File: src/ftdj_pkg.sv
// Package for the frame time dejitter unit.
// Holds fixed constants, register indexes and reset values; no dependencies.
package ftdj_pkg;

  localparam int CFG_W       = 16;
  localparam int CFG_IDX_W   = 2;
  localparam int SCALE_W     = 16;
  localparam int SCALE_FRAC  = 8;
  localparam int WARM_W      = 6;
  localparam int DIVISOR_W   = 6;

  localparam logic [CFG_IDX_W-1:0] CFG_DISABLE = 2'd0;
  localparam logic [CFG_IDX_W-1:0] CFG_SCALE   = 2'd1;
  localparam logic [CFG_IDX_W-1:0] CFG_WINDOW  = 2'd2;

  localparam logic [SCALE_W-1:0] UNITY_SCALE   = 16'd256;
  localparam logic [CFG_W-1:0]   WINDOW_RESET  = 16'd8448;

  localparam logic signed [WARM_W-1:0] WARM_START  = -6'sd2;
  localparam logic signed [WARM_W-1:0] WARM_ACTIVE = 6'sd8;
  localparam logic signed [WARM_W-1:0] WARM_STOP   = 6'sd30;

  localparam logic [DIVISOR_W-1:0] EMA_DIVISOR = 6'd10;
  localparam int FIRST_DELTA = 4267;

endpackage

File: src/ftdj_ram.sv
// Generic single-port-write, single-port-read RAM with registered read.
// No dependencies.
module ftdj_ram #(
  parameter int WIDTH = 40,
  parameter int DEPTH = 32
) (
  input  logic                     clk,
  input  logic                     we,
  input  logic [$clog2(DEPTH)-1:0] waddr,
  input  logic [WIDTH-1:0]         wdata,
  input  logic [$clog2(DEPTH)-1:0] raddr,
  output logic [WIDTH-1:0]         rdata
);

  logic [WIDTH-1:0] mem [DEPTH];

  always_ff @(posedge clk) begin
    if (we) begin
      mem[waddr] <= wdata;
    end
    rdata <= mem[raddr];
  end

endmodule

File: src/ftdj_divider.sv
// Serial dividers: a signed divider by a variable divisor, one quotient bit
// per cycle, and a divider by ten in eight shift-add steps; both truncate
// toward zero. Uses ftdj_pkg for the divisor width and the constant ten.
module ftdj_divider import ftdj_pkg::*; #(
  parameter int W = 42
) (
  input  logic                        clk,
  input  logic                        rst,
  input  logic                        start,
  input  logic signed [W-1:0]         dividend,
  input  logic [DIVISOR_W-1:0]        divisor,
  output logic                        done,
  output logic signed [W-1:0]         quotient
);

  localparam int CNT_W = $clog2(W + 1);

  logic                 busy;
  logic [CNT_W-1:0]     count;
  logic [W-1:0]         mag;
  logic [DIVISOR_W-1:0] rem;
  logic [DIVISOR_W-1:0] dvs;
  logic                 neg;
  logic [DIVISOR_W:0]   trial;
  logic                 fits;

  assign trial    = {rem, mag[W-1]};
  assign fits     = trial >= {1'b0, dvs};
  assign quotient = neg ? -$signed(mag) : $signed(mag);

  always_ff @(posedge clk) begin
    if (rst) begin
      busy <= 1'b0;
      done <= 1'b0;
    end else begin
      done <= busy && !start && (count == CNT_W'(1));
      if (start) begin
        busy  <= 1'b1;
        count <= CNT_W'(W);
        mag   <= dividend[W-1] ? W'(-dividend) : W'(dividend);
        neg   <= dividend[W-1];
        rem   <= '0;
        dvs   <= divisor;
      end else if (busy) begin
        rem   <= fits ? DIVISOR_W'(trial - {1'b0, dvs}) : trial[DIVISOR_W-1:0];
        mag   <= {mag[W-2:0], fits};
        count <= count - 1'b1;
        if (count == CNT_W'(1)) begin
          busy <= 1'b0;
        end
      end
    end
  end

endmodule

module ftdj_div10 import ftdj_pkg::*; #(
  parameter int W = 42
) (
  input  logic                clk,
  input  logic                rst,
  input  logic                start,
  input  logic signed [W-1:0] dividend,
  output logic                done,
  output logic signed [W-1:0] quotient
);

  localparam logic [2:0] LAST_STEP = 3'd7;

  logic         busy;
  logic [2:0]   step;
  logic [W-1:0] n;
  logic [W-1:0] q;
  logic [W-1:0] tenq;
  logic         neg;
  logic [W-1:0] rem;

  assign rem      = n - tenq;
  assign quotient = neg ? -$signed(q) : $signed(q);

  always_ff @(posedge clk) begin
    if (rst) begin
      busy <= 1'b0;
      done <= 1'b0;
    end else begin
      done <= busy && !start && (step == LAST_STEP);
      if (start) begin
        busy <= 1'b1;
        step <= '0;
        n    <= dividend[W-1] ? W'(-dividend) : W'(dividend);
        neg  <= dividend[W-1];
      end else if (busy) begin
        step <= step + 1'b1;
        case (step)
          3'd0: q <= (n >> 1) + (n >> 2);
          3'd1: q <= q + (q >> 4);
          3'd2: q <= q + (q >> 8);
          3'd3: q <= q + (q >> 16);
          3'd4: q <= q + (q >> 32);
          3'd5: q <= q >> 3;
          3'd6: tenq <= (q << 3) + (q << 1);
          default: begin
            if (rem >= W'(EMA_DIVISOR)) begin
              q <= q + 1'b1;
            end
            busy <= 1'b0;
          end
        endcase
      end
    end
  end

endmodule

File: src/ftdj_scaler.sv
// Serial shift-add multiplier for the time scale, Q8.8, with saturation.
// Uses ftdj_pkg for the scale width and fraction bits.
module ftdj_scaler import ftdj_pkg::*; #(
  parameter int MW = 41
) (
  input  logic                 clk,
  input  logic                 rst,
  input  logic                 start,
  input  logic signed [MW-1:0] value,
  input  logic [SCALE_W-1:0]   scale,
  output logic                 done,
  output logic signed [MW-1:0] result
);

  localparam int AW    = MW + SCALE_W;
  localparam int PW    = AW - SCALE_FRAC;
  localparam int CNT_W = $clog2(SCALE_W + 1);

  logic               busy;
  logic [CNT_W-1:0]   count;
  logic [MW-1:0]      mag;
  logic [SCALE_W-1:0] sc;
  logic [AW-1:0]      acc;
  logic               neg;
  logic [PW-1:0]      prod;
  logic [PW-1:0]      limit;
  logic [MW-1:0]      psat;

  always_comb begin
    prod  = acc[AW-1:SCALE_FRAC];
    limit = PW'(1) << (MW - 1);
    psat  = (prod > limit) ? limit[MW-1:0] : prod[MW-1:0];
    if (neg) begin
      result = -$signed(psat);
    end else if (psat[MW-1]) begin
      result = $signed({1'b0, {(MW-1){1'b1}}});
    end else begin
      result = $signed(psat);
    end
  end

  always_ff @(posedge clk) begin
    if (rst) begin
      busy <= 1'b0;
      done <= 1'b0;
    end else begin
      done <= busy && !start && (count == CNT_W'(1));
      if (start) begin
        busy  <= 1'b1;
        count <= CNT_W'(SCALE_W);
        mag   <= value[MW-1] ? MW'(-value) : MW'(value);
        neg   <= value[MW-1];
        sc    <= scale;
        acc   <= '0;
      end else if (busy) begin
        acc   <= (acc << 1) + (sc[SCALE_W-1] ? AW'(mag) : AW'(0));
        sc    <= sc << 1;
        count <= count - 1'b1;
        if (count == CNT_W'(1)) begin
          busy <= 1'b0;
        end
      end
    end
  end

endmodule

File: src/frame_time_dejitter_unit.sv
// Frame time dejitter unit: one raw Q.8 ms timestamp in, one filtered time
// and frame delta out per word. Depends on ftdj_pkg, ftdj_ram, ftdj_divider,
// ftdj_div10 and ftdj_scaler.
//
// Input channel: in_valid/in_ready with raw_time. Output channel:
// out_valid/out_ready with filtered_time and frame_delta, held in an output
// register. Configuration: cfg_we, cfg_index, cfg_data; index 0 is
// disable_correction, 1 is time_scale, 2 is clamp_window.
// During warm-up or with correction disabled a taken word goes straight to
// the finishing step, which registers the result. With correction active
// it passes two history reads, the serial divide by the warm-up count (one
// bit at a time), an 8-step divide by ten for the smoothing step, the serial
// time scaling when the time scale is not unity, then the correction step
// and the finishing step. No new word is taken while one is in work; the
// next word is taken in the cycle after the result is registered.
// A stalled receiver holds the result and blocks only the finishing step.
// Reset clears counters, smoothing state and last output; history needs no
// clearing since only written entries are ever read.
module frame_time_dejitter_unit import ftdj_pkg::*; #(
  parameter int HISTORY_DEPTH = 32,
  parameter int TIME_WIDTH    = 40
) (
  input  logic                         clk,
  input  logic                         rst,
  input  logic                         cfg_we,
  input  logic [CFG_IDX_W-1:0]         cfg_index,
  input  logic [CFG_W-1:0]             cfg_data,
  input  logic                         in_valid,
  output logic                         in_ready,
  input  logic [TIME_WIDTH-1:0]        raw_time,
  output logic                         out_valid,
  input  logic                         out_ready,
  output logic [TIME_WIDTH-1:0]        filtered_time,
  output logic signed [TIME_WIDTH:0]   frame_delta
);

  localparam int TW = TIME_WIDTH;
  localparam int DW = TW + 1;
  localparam int QW = TW + 2;
  localparam int SW = TW + 3;
  localparam int AW = $clog2(HISTORY_DEPTH);
  localparam logic [SW-1:0] DMAX_S = {{(SW - TW){1'b0}}, {TW{1'b1}}};
  localparam logic [SW-1:0] DMIN_S = {{(SW - TW){1'b1}}, {TW{1'b0}}};
  localparam logic [SW-1:0] TMAX_S = {{(SW - TW){1'b0}}, {TW{1'b1}}};

  typedef enum logic [2:0] {
    S_IDLE, S_RPREV, S_RBACK, S_DIV1, S_DIV2, S_SCALE, S_APPLY, S_FINAL
  } state_t;

  state_t state;

  logic                       disable_correction;
  logic [SCALE_W-1:0]         time_scale;
  logic [CFG_W-1:0]           clamp_window;

  logic [AW-1:0]              write_slot;
  logic signed [WARM_W-1:0]   warmup_count;
  logic signed [DW-1:0]       smoothed_delta;
  logic [TW-1:0]              last_output;
  logic [TW-1:0]              raw;
  logic [TW-1:0]              hist_prev;
  logic signed [DW-1:0]       sm_work;
  logic [TW-1:0]              result;

  logic                       div_start;
  logic signed [QW-1:0]       div_dividend;
  logic [DIVISOR_W-1:0]       div_divisor;
  logic                       div_done;
  logic signed [QW-1:0]       div_quotient;
  logic                       ema_start;
  logic                       ema_done;
  logic signed [QW-1:0]       ema_quotient;
  logic                       scale_start;
  logic                       scale_done;
  logic signed [DW-1:0]       scale_result;

  logic [AW-1:0]              prev_slot;
  logic [AW-1:0]              back_slot;
  logic [AW:0]                back_wide;
  logic [AW-1:0]              raddr;
  logic [TW-1:0]              rdata;
  logic                       ram_we;
  logic                       out_space;
  logic                       in_accept;
  logic                       correct;

  logic signed [QW-1:0]       diff;
  logic signed [DW-1:0]       mean;
  logic signed [DW-1:0]       sd0;
  logic signed [SW-1:0]       ema_sum;
  logic signed [DW-1:0]       ema_sat;
  logic signed [SW-1:0]       sum;
  logic signed [SW-1:0]       lo;
  logic signed [SW-1:0]       hi;
  logic signed [SW-1:0]       last_s;
  logic [TW-1:0]              corrected;
  logic signed [DW-1:0]       delta;

  assign in_ready  = (state == S_IDLE);
  assign in_accept = in_valid && in_ready;
  assign out_space = !out_valid || out_ready;
  assign ram_we    = (state == S_FINAL) && out_space;
  assign correct   = !disable_correction && (warmup_count > WARM_ACTIVE);

  always_comb begin
    prev_slot = (write_slot == '0) ? AW'(HISTORY_DEPTH - 1) : write_slot - 1'b1;
    if ({1'b0, prev_slot} >= (AW + 1)'(warmup_count[WARM_W-2:0])) begin
      back_wide = {1'b0, prev_slot} - (AW + 1)'(warmup_count[WARM_W-2:0]);
    end else begin
      back_wide = {1'b0, prev_slot} + (AW + 1)'(HISTORY_DEPTH)
                  - (AW + 1)'(warmup_count[WARM_W-2:0]);
    end
    back_slot = back_wide[AW-1:0];
    raddr     = (state == S_IDLE) ? prev_slot : back_slot;
  end

  always_comb begin
    diff    = $signed({2'b00, hist_prev}) - $signed({2'b00, rdata});
    mean    = div_quotient[DW-1:0];
    sd0     = (smoothed_delta == '0) ? mean : smoothed_delta;
    ema_sum = $signed({{2{sm_work[DW-1]}}, sm_work})
              + $signed({ema_quotient[QW-1], ema_quotient});
    if (ema_sum > $signed(DMAX_S)) begin
      ema_sat = DMAX_S[DW-1:0];
    end else if (ema_sum < $signed(DMIN_S)) begin
      ema_sat = DMIN_S[DW-1:0];
    end else begin
      ema_sat = ema_sum[DW-1:0];
    end
  end

  always_comb begin
    last_s = $signed({3'b000, last_output});
    lo     = $signed({3'b000, raw}) - $signed(SW'(clamp_window));
    hi     = $signed({3'b000, raw}) + $signed(SW'(clamp_window));
    sum    = last_s + $signed({{2{sm_work[DW-1]}}, sm_work});
    if (time_scale == UNITY_SCALE) begin
      if (lo > sum) begin
        sum = lo;
      end
      if (sum > hi) begin
        sum = hi;
      end
    end
    if (sum < last_s) begin
      sum = last_s;
    end
    if (sum > $signed(TMAX_S)) begin
      sum = $signed(TMAX_S);
    end else if (sum < 0) begin
      sum = '0;
    end
    corrected = sum[TW-1:0];
    delta     = $signed({1'b0, result}) - $signed({1'b0, last_output});
  end

  always_ff @(posedge clk) begin
    if (rst) begin
      disable_correction <= 1'b0;
      time_scale         <= UNITY_SCALE;
      clamp_window       <= WINDOW_RESET;
    end else if (cfg_we) begin
      unique case (cfg_index)
        CFG_DISABLE: disable_correction <= cfg_data[0];
        CFG_SCALE:   time_scale         <= cfg_data;
        CFG_WINDOW:  clamp_window       <= cfg_data;
        default: ;
      endcase
    end
  end

  always_ff @(posedge clk) begin
    if (rst) begin
      state          <= S_IDLE;
      write_slot     <= '0;
      warmup_count   <= WARM_START;
      smoothed_delta <= '0;
      last_output    <= '0;
      out_valid      <= 1'b0;
      div_start      <= 1'b0;
      ema_start      <= 1'b0;
      scale_start    <= 1'b0;
    end else begin
      div_start   <= (state == S_RBACK);
      ema_start   <= (state == S_DIV1) && div_done;
      scale_start <= (state == S_DIV2) && ema_done && (time_scale != UNITY_SCALE);
      if (out_valid && out_ready && !ram_we) begin
        out_valid <= 1'b0;
      end
      unique case (state)
        S_IDLE: begin
          if (in_accept) begin
            raw    <= raw_time;
            result <= raw_time;
            state  <= correct ? S_RPREV : S_FINAL;
          end
        end
        S_RPREV: begin
          hist_prev <= rdata;
          state     <= S_RBACK;
        end
        S_RBACK: begin
          div_dividend <= diff;
          div_divisor  <= DIVISOR_W'(warmup_count);
          state        <= S_DIV1;
        end
        S_DIV1: begin
          if (div_done) begin
            sm_work      <= sd0;
            div_dividend <= $signed({mean[DW-1], mean}) - $signed({sd0[DW-1], sd0});
            state        <= S_DIV2;
          end
        end
        S_DIV2: begin
          if (ema_done) begin
            sm_work        <= ema_sat;
            smoothed_delta <= ema_sat;
            if (time_scale != UNITY_SCALE) begin
              state <= S_SCALE;
            end else begin
              state <= S_APPLY;
            end
          end
        end
        S_SCALE: begin
          if (scale_done) begin
            sm_work        <= scale_result;
            smoothed_delta <= scale_result;
            state          <= S_APPLY;
          end
        end
        S_APPLY: begin
          result <= corrected;
          state  <= S_FINAL;
        end
        S_FINAL: begin
          if (out_space) begin
            write_slot    <= (write_slot == AW'(HISTORY_DEPTH - 1)) ? '0
                             : write_slot + 1'b1;
            if (warmup_count < WARM_STOP) begin
              warmup_count <= warmup_count + 1'b1;
            end
            last_output   <= result;
            out_valid     <= 1'b1;
            filtered_time <= result;
            frame_delta   <= (warmup_count == WARM_START) ? DW'(FIRST_DELTA) : delta;
            state         <= S_IDLE;
          end
        end
        default: state <= S_IDLE;
      endcase
    end
  end

  ftdj_ram #(
    .WIDTH (TW),
    .DEPTH (HISTORY_DEPTH)
  ) u_history (
    .clk   (clk),
    .we    (ram_we),
    .waddr (write_slot),
    .wdata (raw),
    .raddr (raddr),
    .rdata (rdata)
  );

  ftdj_divider #(
    .W (QW)
  ) u_divider (
    .clk      (clk),
    .rst      (rst),
    .start    (div_start),
    .dividend (div_dividend),
    .divisor  (div_divisor),
    .done     (div_done),
    .quotient (div_quotient)
  );

  ftdj_div10 #(
    .W (QW)
  ) u_ema_div (
    .clk      (clk),
    .rst      (rst),
    .start    (ema_start),
    .dividend (div_dividend),
    .done     (ema_done),
    .quotient (ema_quotient)
  );

  ftdj_scaler #(
    .MW (DW)
  ) u_scaler (
    .clk    (clk),
    .rst    (rst),
    .start  (scale_start),
    .value  (sm_work),
    .scale  (time_scale),
    .done   (scale_done),
    .result (scale_result)
  );

`ifndef SYNTHESIS
  a_warmup_range: assert property (@(posedge clk) disable iff (rst)
    warmup_count <= WARM_STOP)
    else $error("warm-up count past its stop value");

  a_div_done_waited: assert property (@(posedge clk) disable iff (rst)
    div_done |-> state == S_DIV1)
    else $error("divider finished with no step waiting");

  a_ema_done_waited: assert property (@(posedge clk) disable iff (rst)
    ema_done |-> state == S_DIV2)
    else $error("smoothing divide finished with no step waiting");

  a_scale_done_waited: assert property (@(posedge clk) disable iff (rst)
    scale_done |-> state == S_SCALE)
    else $error("scaler finished with no step waiting");

  a_write_then_out: assert property (@(posedge clk) disable iff (rst)
    ram_we |=> out_valid && state == S_IDLE)
    else $error("history write without a result word");
`endif

endmodule

File: config.mk
export PLATFORM = sky130hd
export DESIGN_NAME = frame_time_dejitter_unit
export DESIGN_NICKNAME = d
export VERILOG_FILES = /design/src/ftdj_pkg.sv /design/src/ftdj_ram.sv /design/src/ftdj_divider.sv /design/src/ftdj_scaler.sv /design/src/frame_time_dejitter_unit.sv
export SDC_FILE = /design/constraint.sdc
export NUM_CORES = 2
export LEC_CHECK = 0
export BUFFER_PORTS_ARGS = -buffer_cell sky130_fd_sc_hd__buf_2
export CAP_MARGIN = 20
export CORE_ASPECT_RATIO = 1.75
export CORE_UTILIZATION = 40
export DETAILED_ROUTE_END_ITERATION = 6
export GPL_ROUTABILITY_DRIVEN = 0
export HOLD_SLACK_MARGIN = 0.15
export PLACE_DENSITY = 0.61
export SKIP_LAST_GASP = 1
export SLEW_MARGIN = 20
export SYNTH_ARGS = -nofsm -noshare
export SYNTH_HDL_FRONTEND = slang
export SYNTH_SLANG_ARGS = --single-unit
File: constraint.sdc
create_clock -name clk -period 36.2 [get_ports clk]
set_input_delay 3.62 -clock clk [delete_from_list [all_inputs] [get_ports clk]]
set_output_delay 3.62 -clock clk [all_outputs]
set_load 0.02 [all_outputs]
==> results.cfg <==
[route]
wl_per_cell_um = 27.1
ant_nets = 0
drc_errors = 0
first_pass_iters = 7
routed_wl_um = 383000
vias_per_cell = 6.13
vias = 86800
drtIter0Drc = 9350

[final_layout]
nFillCells = 25600
drive_above_1_share_pct = 8.21
ff_latch_area_mm2 = 0.0600
multi_input_area_mm2 = 0.0490
nets = 11100
fin_cells = 14200
area.growth.synth_to_final_pct = 10.6

[critical_path]
cp-end-kind = flip-flop
path_buf_inv = 4
arrival_ps = 16550
ff2ff_path_depth = 54
worst-path-stages = 54
crit_slowest_cell = nor4_1
cp_max_fo = 60
path_delay_family = compound AO/OA/AOI/OAI gates
crit_path_max_incr_delay_ps = 990
cp.required_ps = 36790
timing.critical_path.mode_cell = o21ai_0
start_kind = flip-flop
path_class = flip-flop to flip-flop

[floorplan]
ios = 146
die_w_um = 402
start_util_pct = 40.3
die_area_mm2 = 0.282
die_h_um = 702
rows = 256
core_mm2 = 0.278

[pwr]
power_density_mw_per_mm2 = 66.4
ir_drop_v = 0.0000740
leakage_nw = 43.4

[placement]
dp_hpwl_um = 264000
preCtsSetupSlack_ps = 20470
place_inst = 13800
numPortBuffers = 145

[sta]
setup_viol = 0
clock_skew_ps = 109
finalMaxSlewViolations = 0
rsz0062_at_grt = no
period_share_pct = 44.1
tightest_slew_ps = 1320
hold_viol_final = 0
setup_slack_ps = 20240
fmax_mhz = 62.7
period_minus_slack_ps = 15960
slew_headroom_pct = 11.4
setup-tns-final_ps = 0

[flow_run]
cap_viol_max_count = 0

[clocking]
cts_tree = done
cts_setup_buffers = 0
h-tree-depth = 4
clockBufferDepth = 4
cts_resized = 0
path_clk_slew_ps = 70
clock_latency_ps = 930
cts_root_buffer = clkbuf_16
numClockSinks = 2057
hold_buffers = 0
numCtsBuffers = 195

[yosys]
yosysUniqueCellTypes = 95
synth_xor_xnor_area_share_pct = 4.36
synth-edff-count = 1879
synth_mux_area_share_pct = 0.772
yosysWarnings = 0
ys_async_sr_fraction_pct = 0
synth-simple-area-share_pct = 13.5
synth_ff_type = edfxtp_1
synthAdderAreaFrac_pct = 6.79
synth-seq-area-share_pct = 53.6
synth_top_family_by_area = compound AO/OA/AOI/OAI gates
synth_area_mm2 = 0.112
synth_nets = 11100
synth_compound_area_share_pct = 17.9
netlist_instances = 10400
synth_seq_cells = 2057
syn_avg_cell_area_um2 = 10.8

[grt]
grt-ovfl-total = 0
antenna_found_initial = 16
grt_max_degree = 222
grtUsageTotal_pct = 26.4
grt_pass1_wl_um = 554000
grt_pass1_vias = 84000

[min_path]
hold_class = flip-flop to flip-flop
hold-path-cell-count = 0

[outcome]
outcome = finished clean
## power by group
part | total, W | internal (W) | switching [W] | leakage, nW
logic | 0.00316 | 0.00104 | 0.00212 | 21.8
clock network | 0.00216 | 0.00123 | 0.000932 | 3.23
registers | 0.00290 | 0.00278 | 0.000128 | 18.4
total | 0.00822 | 0.00504 | 0.00318 | 43.4
## through the flow
step,hold slack [ps],total power (W),util (%),area [um2]
2_1_floorplan,400,0.00507,-,112000
3_3_place_gp,416,0.00603,42.1,117000
3_5_place_dp,413,0.00607,42.1,117000
4_1_cts,429,0.00823,44.5,124000
5_1_grt,456,0.00861,44.5,124000
6_report,428,0.00822,44.5,124000
## cell usage after synthesis, types with 136 or more instances
cell	count	area, um2
edfxtp_1	1879	56400
nand2_1	1250	4690
a21oi_1	777	3890
nor2_1	591	2220
ha_1	584	7310
a211oi_1	511	3840
clkbuf_1	511	1920
o21ai_0	478	2390
xnor2_1	391	3420
and2_1	373	2330
inv_1	361	1360
a21o_1	213	1600
a31oi_1	208	1300
dfxtp_1	178	3560
a311oi_1	176	1540
xor2_1	163	1430
nor3_1	146	731
nand2b_1	142	888
nand3_1	136	681
## placed cells by master, fill, tap and decap left out, drive strengths merged, types with 70 or more instances in the layout
cell,instances
inv,371
nand3,136
nand4,71
and2,403
xnor2,392
edfxtp,1879
ha,584
a21oi,777
o31ai,78
or3,70
o21ai,493
a311oi,176
nand2b,142
nand2,1250
nor2b,85
buf,346
nor3,147
a31oi,209
nor2,591
dfxtp,178
a21o,213
a211oi,512
xor2,164
clkbuf,257
## sequential cells by signal, summed over array words and instances (netlist names), 40 cells and up
name,cells
div_dividend,42
filtered_time,40
frame_delta,41
hist_prev,40
last_output,40
raw,40
result,40
sm_work,41
smoothed_delta,41
u_divider.mag,42
u_ema_div.n,41
u_ema_div.q,42
u_ema_div.tenq,41
u_history.mem,1280
u_history.rdata,40
u_scaler.acc,57
u_scaler.mag,41
## cells by family after synthesis
group	after synthesis
AO/OA/AOI/OAI	3025
XOR/XNOR	556
adder cells (fa/ha/maj)	599
buffers and inverters	925
flip-flops	2057
multiplexers	78
AND/OR/NAND/NOR	3169
## per-layer routing
layer	global-route usage, %	wire length (um)
met5	0	69
met4	21.4	36500
met3	4.20	25800
met2	45.4	186000
met1	28.8	135000
## path summary, 6_finish.rpt
path,startpoint,slack [ps],endpoint
hold / removal,u_history.rdata[14],430,hist_prev[14]
hold reg to reg,u_history.rdata[14],430,hist_prev[14]
setup reg to reg,raw[4],20240,result[36]
setup / recovery,raw[4],20240,result[36]
## cell type report
| cell class | count | share of cell area [%] |
|---|---|---|
| Clock inverter | 95 | 0.936 |
| Multi-Input combinational cell | 7427 | 39.6 |
| Clock buffer | 256 | 4.36 |
| Tap cell | 3612 | 3.65 |
| Sequential cell | 2057 | 48.4 |
| Antenna cell | 9 | 0.0182 |
| Inverter | 361 | 1.09 |
| Timing Repair Buffer | 347 | 1.94 |
Note: power is estimated with default switching activity, not from simulation.
